[src/hdl/dct_pkg.sv]
`timescale 1ns / 1ps
`default_nettype none

package dct_pkg;

  localparam int unsigned EnergyW  = 20;
  localparam int unsigned SumW     = 21;
  localparam int unsigned TimeW    = 40;
  localparam int unsigned ChainW   = 32;
  localparam int unsigned HitsW    = 8;
  localparam int unsigned ChanW    = 10;
  localparam int unsigned InDataW  = 152;
  localparam int unsigned OutDataW = 208;
  localparam int unsigned AddrW    = 6;
  localparam int unsigned CfgDataW = 64;

  typedef enum logic [2:0] {
    REG_CUT_MODE       = 3'd0,
    REG_PROMPT_E_LOW   = 3'd1,
    REG_PROMPT_E_HIGH  = 3'd2,
    REG_DELAYED_E_LOW  = 3'd3,
    REG_DELAYED_E_HIGH = 3'd4,
    REG_GAP_LOW        = 3'd5,
    REG_GAP_HIGH       = 3'd6,
    REG_UNUSED         = 3'd7
  } reg_index_t;

  localparam logic [EnergyW-1:0] PromptLowReset   = 20'd101568;
  localparam logic [EnergyW-1:0] PromptHighReset  = 20'd102848;
  localparam logic [EnergyW-1:0] DelayedLowReset  = 20'd30720;
  localparam logic [EnergyW-1:0] DelayedHighReset = 20'd32000;
  localparam logic [TimeW-1:0]   GapLowReset      = 40'd10;
  localparam logic [TimeW-1:0]   GapHighReset     = 40'd1800000;
  localparam logic [ChainW-1:0]  ChainReset       = 32'd1;
  localparam logic [HitsW-1:0]   PairHits         = 8'd2;

  typedef struct packed {
    logic               pass;
    logic [EnergyW-1:0] energy;
  } energy_pick_t;

  function automatic logic in_window(input logic [EnergyW-1:0] v,
                                     input logic [EnergyW-1:0] lo,
                                     input logic [EnergyW-1:0] hi);
    return (v > lo) && (v < hi);
  endfunction

  // broad mode tests the total; narrow mode prefers the second multiplet
  function automatic energy_pick_t pick_energy(input logic               broad,
                                               input logic [EnergyW-1:0] tot,
                                               input logic [EnergyW-1:0] e0,
                                               input logic [EnergyW-1:0] e1,
                                               input logic [EnergyW-1:0] lo,
                                               input logic [EnergyW-1:0] hi);
    energy_pick_t r;
    r.pass   = 1'b0;
    r.energy = tot;
    if (broad) begin
      r.pass = in_window(tot, lo, hi);
    end else if (in_window(e1, lo, hi)) begin
      r.pass   = 1'b1;
      r.energy = e1;
    end else if (in_window(e0, lo, hi)) begin
      r.pass   = 1'b1;
      r.energy = e0;
    end
    return r;
  endfunction

endpackage

`default_nettype wire

[src/hdl/delayed_coincidence_tagger.sv]
`timescale 1ns / 1ps
`default_nettype none

// Channel  | Dir | Handshake                      | Contents
// s_       | in  | s_tvalid / s_tready            | one detector event per transaction
// m_       | out | m_tvalid / m_tready            | one coincidence tag per transaction
// apb      | in  | psel, penable, pwrite, pready  | window and mode registers, 8-byte stride
//
// One event per cycle while s_tready is high; a tag is registered on m_, or into
// the skid entry while m_ is stalled. Each event is judged combinationally:
// window compares and one 40-bit subtract against the held prompt.
// An output register plus one skid entry keep s_tready high while a tag waits;
// s_tready drops only when both hold a tag.
// rst (synchronous) restores register defaults, chain 1 and no armed prompt.

module delayed_coincidence_tagger (
  input  wire logic                          clk,
  input  wire logic                          rst,
  input  wire logic                          s_tvalid,
  output logic                               s_tready,
  // chain_id, hit_count, channel_id, event_time, total_energy,
  // first_hit_energy, second_hit_energy (lowest first), 2 pad bits
  input  wire logic [dct_pkg::InDataW-1:0]   s_tdata,
  output logic                               m_tvalid,
  input  wire logic                          m_tready,
  // tag_prompt_channel, tag_delayed_channel, tag_prompt_energy,
  // tag_delayed_energy, tag_prompt_time, tag_delayed_time, energy_sum,
  // time_gap (lowest first), 7 pad bits
  output logic [dct_pkg::OutDataW-1:0]       m_tdata,
  input  wire logic                          psel,
  input  wire logic                          penable,
  input  wire logic                          pwrite,
  input  wire logic [dct_pkg::AddrW-1:0]     paddr,
  input  wire logic [dct_pkg::CfgDataW-1:0]  pwdata,
  output logic [dct_pkg::CfgDataW-1:0]       prdata,
  output logic                               pready
);

  logic                          cut_mode;
  logic [dct_pkg::EnergyW-1:0]   prompt_energy_low;
  logic [dct_pkg::EnergyW-1:0]   prompt_energy_high;
  logic [dct_pkg::EnergyW-1:0]   delayed_energy_low;
  logic [dct_pkg::EnergyW-1:0]   delayed_energy_high;
  logic [dct_pkg::TimeW-1:0]     gap_low;
  logic [dct_pkg::TimeW-1:0]     gap_high;

  logic [dct_pkg::ChainW-1:0]    current_chain;
  logic                          prompt_armed;
  logic [dct_pkg::EnergyW-1:0]   held_prompt_energy;
  logic [dct_pkg::TimeW-1:0]     held_prompt_time;
  logic [dct_pkg::ChanW-1:0]     held_prompt_channel;

  logic [dct_pkg::OutDataW-1:0]  skid_data;
  logic                          skid_valid;

  dct_pkg::reg_index_t           reg_sel;
  logic                          cfg_write;

  logic [dct_pkg::ChainW-1:0]    in_chain;
  logic [dct_pkg::HitsW-1:0]     in_hits;
  logic [dct_pkg::ChanW-1:0]     in_chan;
  logic [dct_pkg::TimeW-1:0]     in_time;
  logic [dct_pkg::EnergyW-1:0]   in_tot;
  logic [dct_pkg::EnergyW-1:0]   in_e0;
  logic [dct_pkg::EnergyW-1:0]   in_e1;

  logic                          accept;
  logic                          same_chain;
  logic                          pair_event;
  dct_pkg::energy_pick_t         prompt_pick;
  dct_pkg::energy_pick_t         delayed_pick;
  logic [dct_pkg::TimeW-1:0]     gap;
  logic                          gap_ok;
  logic                          arm_now;
  logic                          tag_valid;
  logic [dct_pkg::OutDataW-1:0]  tag_data;
  logic                          out_load;

  // configuration
  assign pready    = 1'b1;
  assign reg_sel   = dct_pkg::reg_index_t'(paddr[5:3]);
  assign cfg_write = psel && penable && pwrite && pready;

  always_comb begin
    prdata = '0;
    case (reg_sel)
      dct_pkg::REG_CUT_MODE:       prdata = {63'd0, cut_mode};
      dct_pkg::REG_PROMPT_E_LOW:   prdata = {44'd0, prompt_energy_low};
      dct_pkg::REG_PROMPT_E_HIGH:  prdata = {44'd0, prompt_energy_high};
      dct_pkg::REG_DELAYED_E_LOW:  prdata = {44'd0, delayed_energy_low};
      dct_pkg::REG_DELAYED_E_HIGH: prdata = {44'd0, delayed_energy_high};
      dct_pkg::REG_GAP_LOW:        prdata = {24'd0, gap_low};
      dct_pkg::REG_GAP_HIGH:       prdata = {24'd0, gap_high};
      default:                     prdata = '0;
    endcase
  end

  always_ff @(posedge clk) begin
    if (rst) begin
      cut_mode            <= 1'b0;
      prompt_energy_low   <= dct_pkg::PromptLowReset;
      prompt_energy_high  <= dct_pkg::PromptHighReset;
      delayed_energy_low  <= dct_pkg::DelayedLowReset;
      delayed_energy_high <= dct_pkg::DelayedHighReset;
      gap_low             <= dct_pkg::GapLowReset;
      gap_high            <= dct_pkg::GapHighReset;
    end else if (cfg_write) begin
      case (reg_sel)
        dct_pkg::REG_CUT_MODE:       cut_mode            <= pwdata[0];
        dct_pkg::REG_PROMPT_E_LOW:   prompt_energy_low   <= pwdata[19:0];
        dct_pkg::REG_PROMPT_E_HIGH:  prompt_energy_high  <= pwdata[19:0];
        dct_pkg::REG_DELAYED_E_LOW:  delayed_energy_low  <= pwdata[19:0];
        dct_pkg::REG_DELAYED_E_HIGH: delayed_energy_high <= pwdata[19:0];
        dct_pkg::REG_GAP_LOW:        gap_low             <= pwdata[39:0];
        dct_pkg::REG_GAP_HIGH:       gap_high            <= pwdata[39:0];
        default: ;
      endcase
    end
  end

  // event evaluation
  assign in_chain = s_tdata[31:0];
  assign in_hits  = s_tdata[39:32];
  assign in_chan  = s_tdata[49:40];
  assign in_time  = s_tdata[89:50];
  assign in_tot   = s_tdata[109:90];
  assign in_e0    = s_tdata[129:110];
  assign in_e1    = s_tdata[149:130];

  assign s_tready   = !skid_valid;
  assign accept     = s_tvalid && s_tready;
  assign same_chain = (in_chain == current_chain);
  assign pair_event = same_chain && (in_hits == dct_pkg::PairHits);

  assign prompt_pick  = dct_pkg::pick_energy(cut_mode, in_tot, in_e0, in_e1,
                                             prompt_energy_low, prompt_energy_high);
  assign delayed_pick = dct_pkg::pick_energy(cut_mode, in_tot, in_e0, in_e1,
                                             delayed_energy_low, delayed_energy_high);

  assign gap    = in_time - held_prompt_time;
  assign gap_ok = (in_time > held_prompt_time) && (gap > gap_low) && (gap < gap_high);

  assign arm_now   = accept && pair_event && !prompt_armed && prompt_pick.pass;
  assign tag_valid = accept && pair_event && prompt_armed && gap_ok && delayed_pick.pass;

  assign tag_data = {7'd0,
                     gap,
                     {1'b0, held_prompt_energy} + {1'b0, delayed_pick.energy},
                     in_time,
                     held_prompt_time,
                     delayed_pick.energy,
                     held_prompt_energy,
                     in_chan,
                     held_prompt_channel};

  always_ff @(posedge clk) begin
    if (rst) begin
      current_chain <= dct_pkg::ChainReset;
      prompt_armed  <= 1'b0;
    end else if (accept) begin
      if (!same_chain) begin
        current_chain <= in_chain;
        prompt_armed  <= 1'b0;
      end else if (arm_now) begin
        prompt_armed <= 1'b1;
      end
    end
  end

  always_ff @(posedge clk) begin
    if (arm_now) begin
      held_prompt_energy  <= prompt_pick.energy;
      held_prompt_time    <= in_time;
      held_prompt_channel <= in_chan;
    end
  end

  // output register and skid entry
  assign out_load = !m_tvalid || m_tready;

  always_ff @(posedge clk) begin
    if (rst) begin
      m_tvalid   <= 1'b0;
      skid_valid <= 1'b0;
    end else if (out_load) begin
      m_tvalid   <= skid_valid || tag_valid;
      skid_valid <= 1'b0;
    end else if (tag_valid) begin
      skid_valid <= 1'b1;
    end
  end

  always_ff @(posedge clk) begin
    if (out_load) begin
      m_tdata <= skid_valid ? skid_data : tag_data;
    end
    if (!out_load && tag_valid) begin
      skid_data <= tag_data;
    end
  end

  a_skid_behind_out: assert property (@(posedge clk) disable iff (rst)
    skid_valid |-> m_tvalid)
    else $error("skid entry holds a tag while output register is empty");

  a_tag_needs_prompt: assert property (@(posedge clk) disable iff (rst)
    tag_valid |-> prompt_armed && same_chain)
    else $error("tag emitted without an armed prompt in the current chain");

  a_new_chain_disarms: assert property (@(posedge clk) disable iff (rst)
    (accept && !same_chain) |=> !prompt_armed && !m_tvalid || !prompt_armed)
    else $error("prompt still armed after chain change");

  a_arm_from_event: assert property (@(posedge clk) disable iff (rst)
    $rose(prompt_armed) |-> $past(arm_now))
    else $error("prompt armed without a qualifying event");

endmodule

`default_nettype wire

[config.mk]
export PLATFORM = sky130hd
export DESIGN_NAME = delayed_coincidence_tagger
export DESIGN_NICKNAME = d
export VERILOG_FILES = /design/src/hdl/dct_pkg.sv /design/src/hdl/delayed_coincidence_tagger.sv
export SDC_FILE = /design/constraint.sdc
export NUM_CORES = 2
export LEC_CHECK = 0
export BUFFER_PORTS_ARGS = -buffer_cell sky130_fd_sc_hd__buf_2
export CORE_MARGIN = 2
export CORE_UTILIZATION = 35
export CTS_CLUSTER_DIAMETER = 30
export DETAILED_ROUTE_END_ITERATION = 10
export SYNTH_ARGS = -nofsm -noshare
export SYNTH_HDL_FRONTEND = slang
export SYNTH_SLANG_ARGS = --single-unit
[constraint.sdc]
create_clock -name clk -period 51.6 [get_ports clk]
set_input_delay 7.74 -clock clk [delete_from_list [all_inputs] [get_ports clk]]
set_output_delay 7.74 -clock clk [all_outputs]
set_load 0.02 [all_outputs]
==> out/metrics.cfg <==
[run_status]
status = finished, final reports clean

[worst_setup_path]
crit_top_cell = buf_2
crit_path_start_kind = primary input
cp-end-kind = output port
path_class = primary input to output port
cp_max_fo = 21
critPathSlowestCell = nor2b_2
required_ps = 43860
crit_chain = buf_2, nor2b_1, nor2b_2, a22oi_1, nand3_1, buf_2
slowest_delay_ps = 1020
critPathArrivalTime_ps = 10070

[logic_synthesis]
ys_seq_area_share_pct = 50.0
async_flop_share_pct = 0
postSynthCellCount = 3347
yosysTopAreaCell = edfxtp_1
synth_top_cell_area_share_pct = 39.2
ys_seq_elements = 668
yosysMostFrequentCell = edfxtp_1
syn_area_per_cell_sq_um = 10.8
synthTopCellsByArea = edfxtp_1 39%, ha_1 13%, dfxtp_1 11%
syn_area_sq_um = 36200
synth_ff_type = edfxtp_1
ys_types = 91
synthTopCellsByCount = 472 x edfxtp_1, 421 x nand2_1, 373 x ha_1
synth-edff-count = 472
ys.warnings.count = 0

[sta]
hold_viol = 0
setup_tns_ps = 0
fin_skew_ps = 29.9
slew_headroom_pct = 15.0
final.period_utilization_pct = 34.5
rsz0062_at_grt = no
fmax_mhz = 56.2
worst_pin_slew_ps = 1270
setup_ws_ps = 33790
drv_slew = 0
setup_violations = 0
whs_ps = 434
finalCriticalPeriod_ps = 17810

[global_routing]
antenna_found_initial = 27
grt_pass1_wl_mm = 171
grt_usage_pct = 21.2
grt_max_degree = 154
grt.overflow.total = 0
grt_pass1_vias = 26800

[clock_network]
clock-root-buffer = clkbuf_16
clock-sinks = 668
htree_levels = 4
clk_pin_slew_worst_paths_ps = 40
cts_hold_buf = 0
cts_buffers = 155
clk_path_buf_depth = 3
cts_tree = done
postCtsResizedCells = 0
insertion_delay_ps = 750
postCtsSetupRepairBufs = 0

[place]
place_area_sq_um = 39900
gp_congestion = 0.908
dp_hpwl_mm = 84.5
io_buffers = 442
pre_cts_ws_ps = 33840

[die]
start_util_pct = 35.4
core_area_sq_um = 102000
fp.dieArea_sq_um = 106000
die_h_um = 326
num_rows = 117
ioPinCount = 504
fp.dieW_um = 326

[power]
pwr-share-clk_pct = 56.6
sequentialPowerShare_pct = 33.4
p_int_uw = 1340
ir_worst_vdd_mv = 0.0295
pwr-share-comb_pct = 10.0
switchingPower_uw = 445
power.leakage_uw = 0.0189
swShare_pct = 24.9
powerDensity_nw_per_um2 = 39.4

[route]
antenna_left = 0
wirelength_mm = 115
wl_per_cell_um = 21.5
drc = 0
dr.pass1.iters = 5
vias = 27900
viasPerCell = 5.22
drtIter0Drc = 2246

[cells_and_area]
fill_cells = 9645
areaGrowthSynthToFinish_pct = 25.4
drive_above_1_share_pct = 22.1
fin_area_sq_um = 45400
ff_latch_area_sq_um = 18100
final_nets = 4449
multi_input_area_sq_um = 16600

[job]
max_cap_viol_count = 0

[hold_path]
min_path_type = register to register

[path summary, 6_finish.rpt]
| path | from | end | slack, ps | cells past startpoint |
|---|---|---|---|---|
| max | paddr[4] | prdata[4] | 33790 | 6 |
| min | held_prompt_time[10]$_DFFE_PP_ | skid_data[70]$_DFFE_PP_ | 430 | 0 |
| max reg2reg | held_prompt_time[0]$_DFFE_PP_ | skid_data[199]$_DFFE_PP_ | 43940 | 22 |
| min reg2reg | held_prompt_time[10]$_DFFE_PP_ | skid_data[70]$_DFFE_PP_ | 430 | 0 |
[stage by stage]
step | total power (uW) | cells | util [%]
2_1_floorplan | 717 | 3377 | -
3_3_place_gp | 782 | 5056 | 39.0
3_5_place_dp | 785 | 5056 | 39.0
4_1_cts | 1810 | 5345 | 44.4
5_1_grt | 1850 | 5348 | 44.4
6_report | 1790 | 5349 | 44.4
[cells by family after synthesis]
| kind of cell | Yosys count | synth area share (%) |
|---|---|---|
| muxes | 142 | 4.30 |
| xor gates and xnor gates | 76 | 1.84 |
| buffers and inverters | 400 | 4.50 |
| and+or+nand+nor | 826 | 10.4 |
| DFF | 668 | 50.0 |
| other | 2 | 0.0208 |
| AOI/OAI and AO/OA | 858 | 15.9 |
| adders and majority gates | 375 | 13.0 |
[worst max-delay path: cells and delay by family]
family          cells  cell delay, ps
simple gates        3            1710
buf+inv             2             440
compound gates      1             160
[power groups by stage]
stage	registers, uW	logic (uW)	clock network, uW
finish	598	179	1010
detailed placement	608	177	0
floorplan	623	94.0	0
CTS	598	179	1030
global route	599	196	1060
global placement	607	175	0
[final cells by class]
class	count	area share (%)
Timing Repair Buffer	482	5.61
Inverter	229	1.89
Antenna cell	4	0.0221
Clock inverter	92	2.77
Clock buffer	197	9.34
Multi-Input combinational cell	2309	36.7
Sequential cell	668	39.9
Tap cell	1368	3.77
[layer usage]
layer	global-route usage (%)	part of all wire, %	vias up
met2	33.5	46	987
met1	28.5	44	13400
met3	5.13	7.3	206
met4	7.19	2.5	36
met5	0	0.20	-
li1	-	-	13300
[sequential cells by signal, indices dropped and copies added (netlist names), 10 cells and up]
name and count:
held_prompt_time 40, prompt_energy_low 20, gap_low 40, delayed_energy_high 20, m_tdata 201, current_chain 32, held_prompt_energy 20, held_prompt_channel 10
gap_high 40, skid_data 201, delayed_energy_low 20, prompt_energy_high 20
[placed cells by master, fill, tap and decap left out, types with 26 or more instances in the layout]
| cell type | count |
|---|---|
| a211o_1 | 39 |
| a21o_1 | 180 |
| a21oi_1 | 259 |
| a22oi_1 | 57 |
| buf_2 | 441 |
| buf_4 | 38 |
| clkbuf_16 | 157 |
| conb_1 | 32 |
| dfxtp_1 | 195 |
| edfxtp_1 | 472 |
| ha_1 | 373 |
| inv_1 | 226 |
| mux2_2 | 109 |
| mux2i_1 | 33 |
| nand2_1 | 421 |
| nand3_1 | 56 |
| nand4_1 | 68 |
| nor2_1 | 131 |
| o21ai_0 | 92 |
| xnor2_1 | 26 |
| xor2_1 | 50 |
No activity file was read; power rests on OpenSTA's default activity.
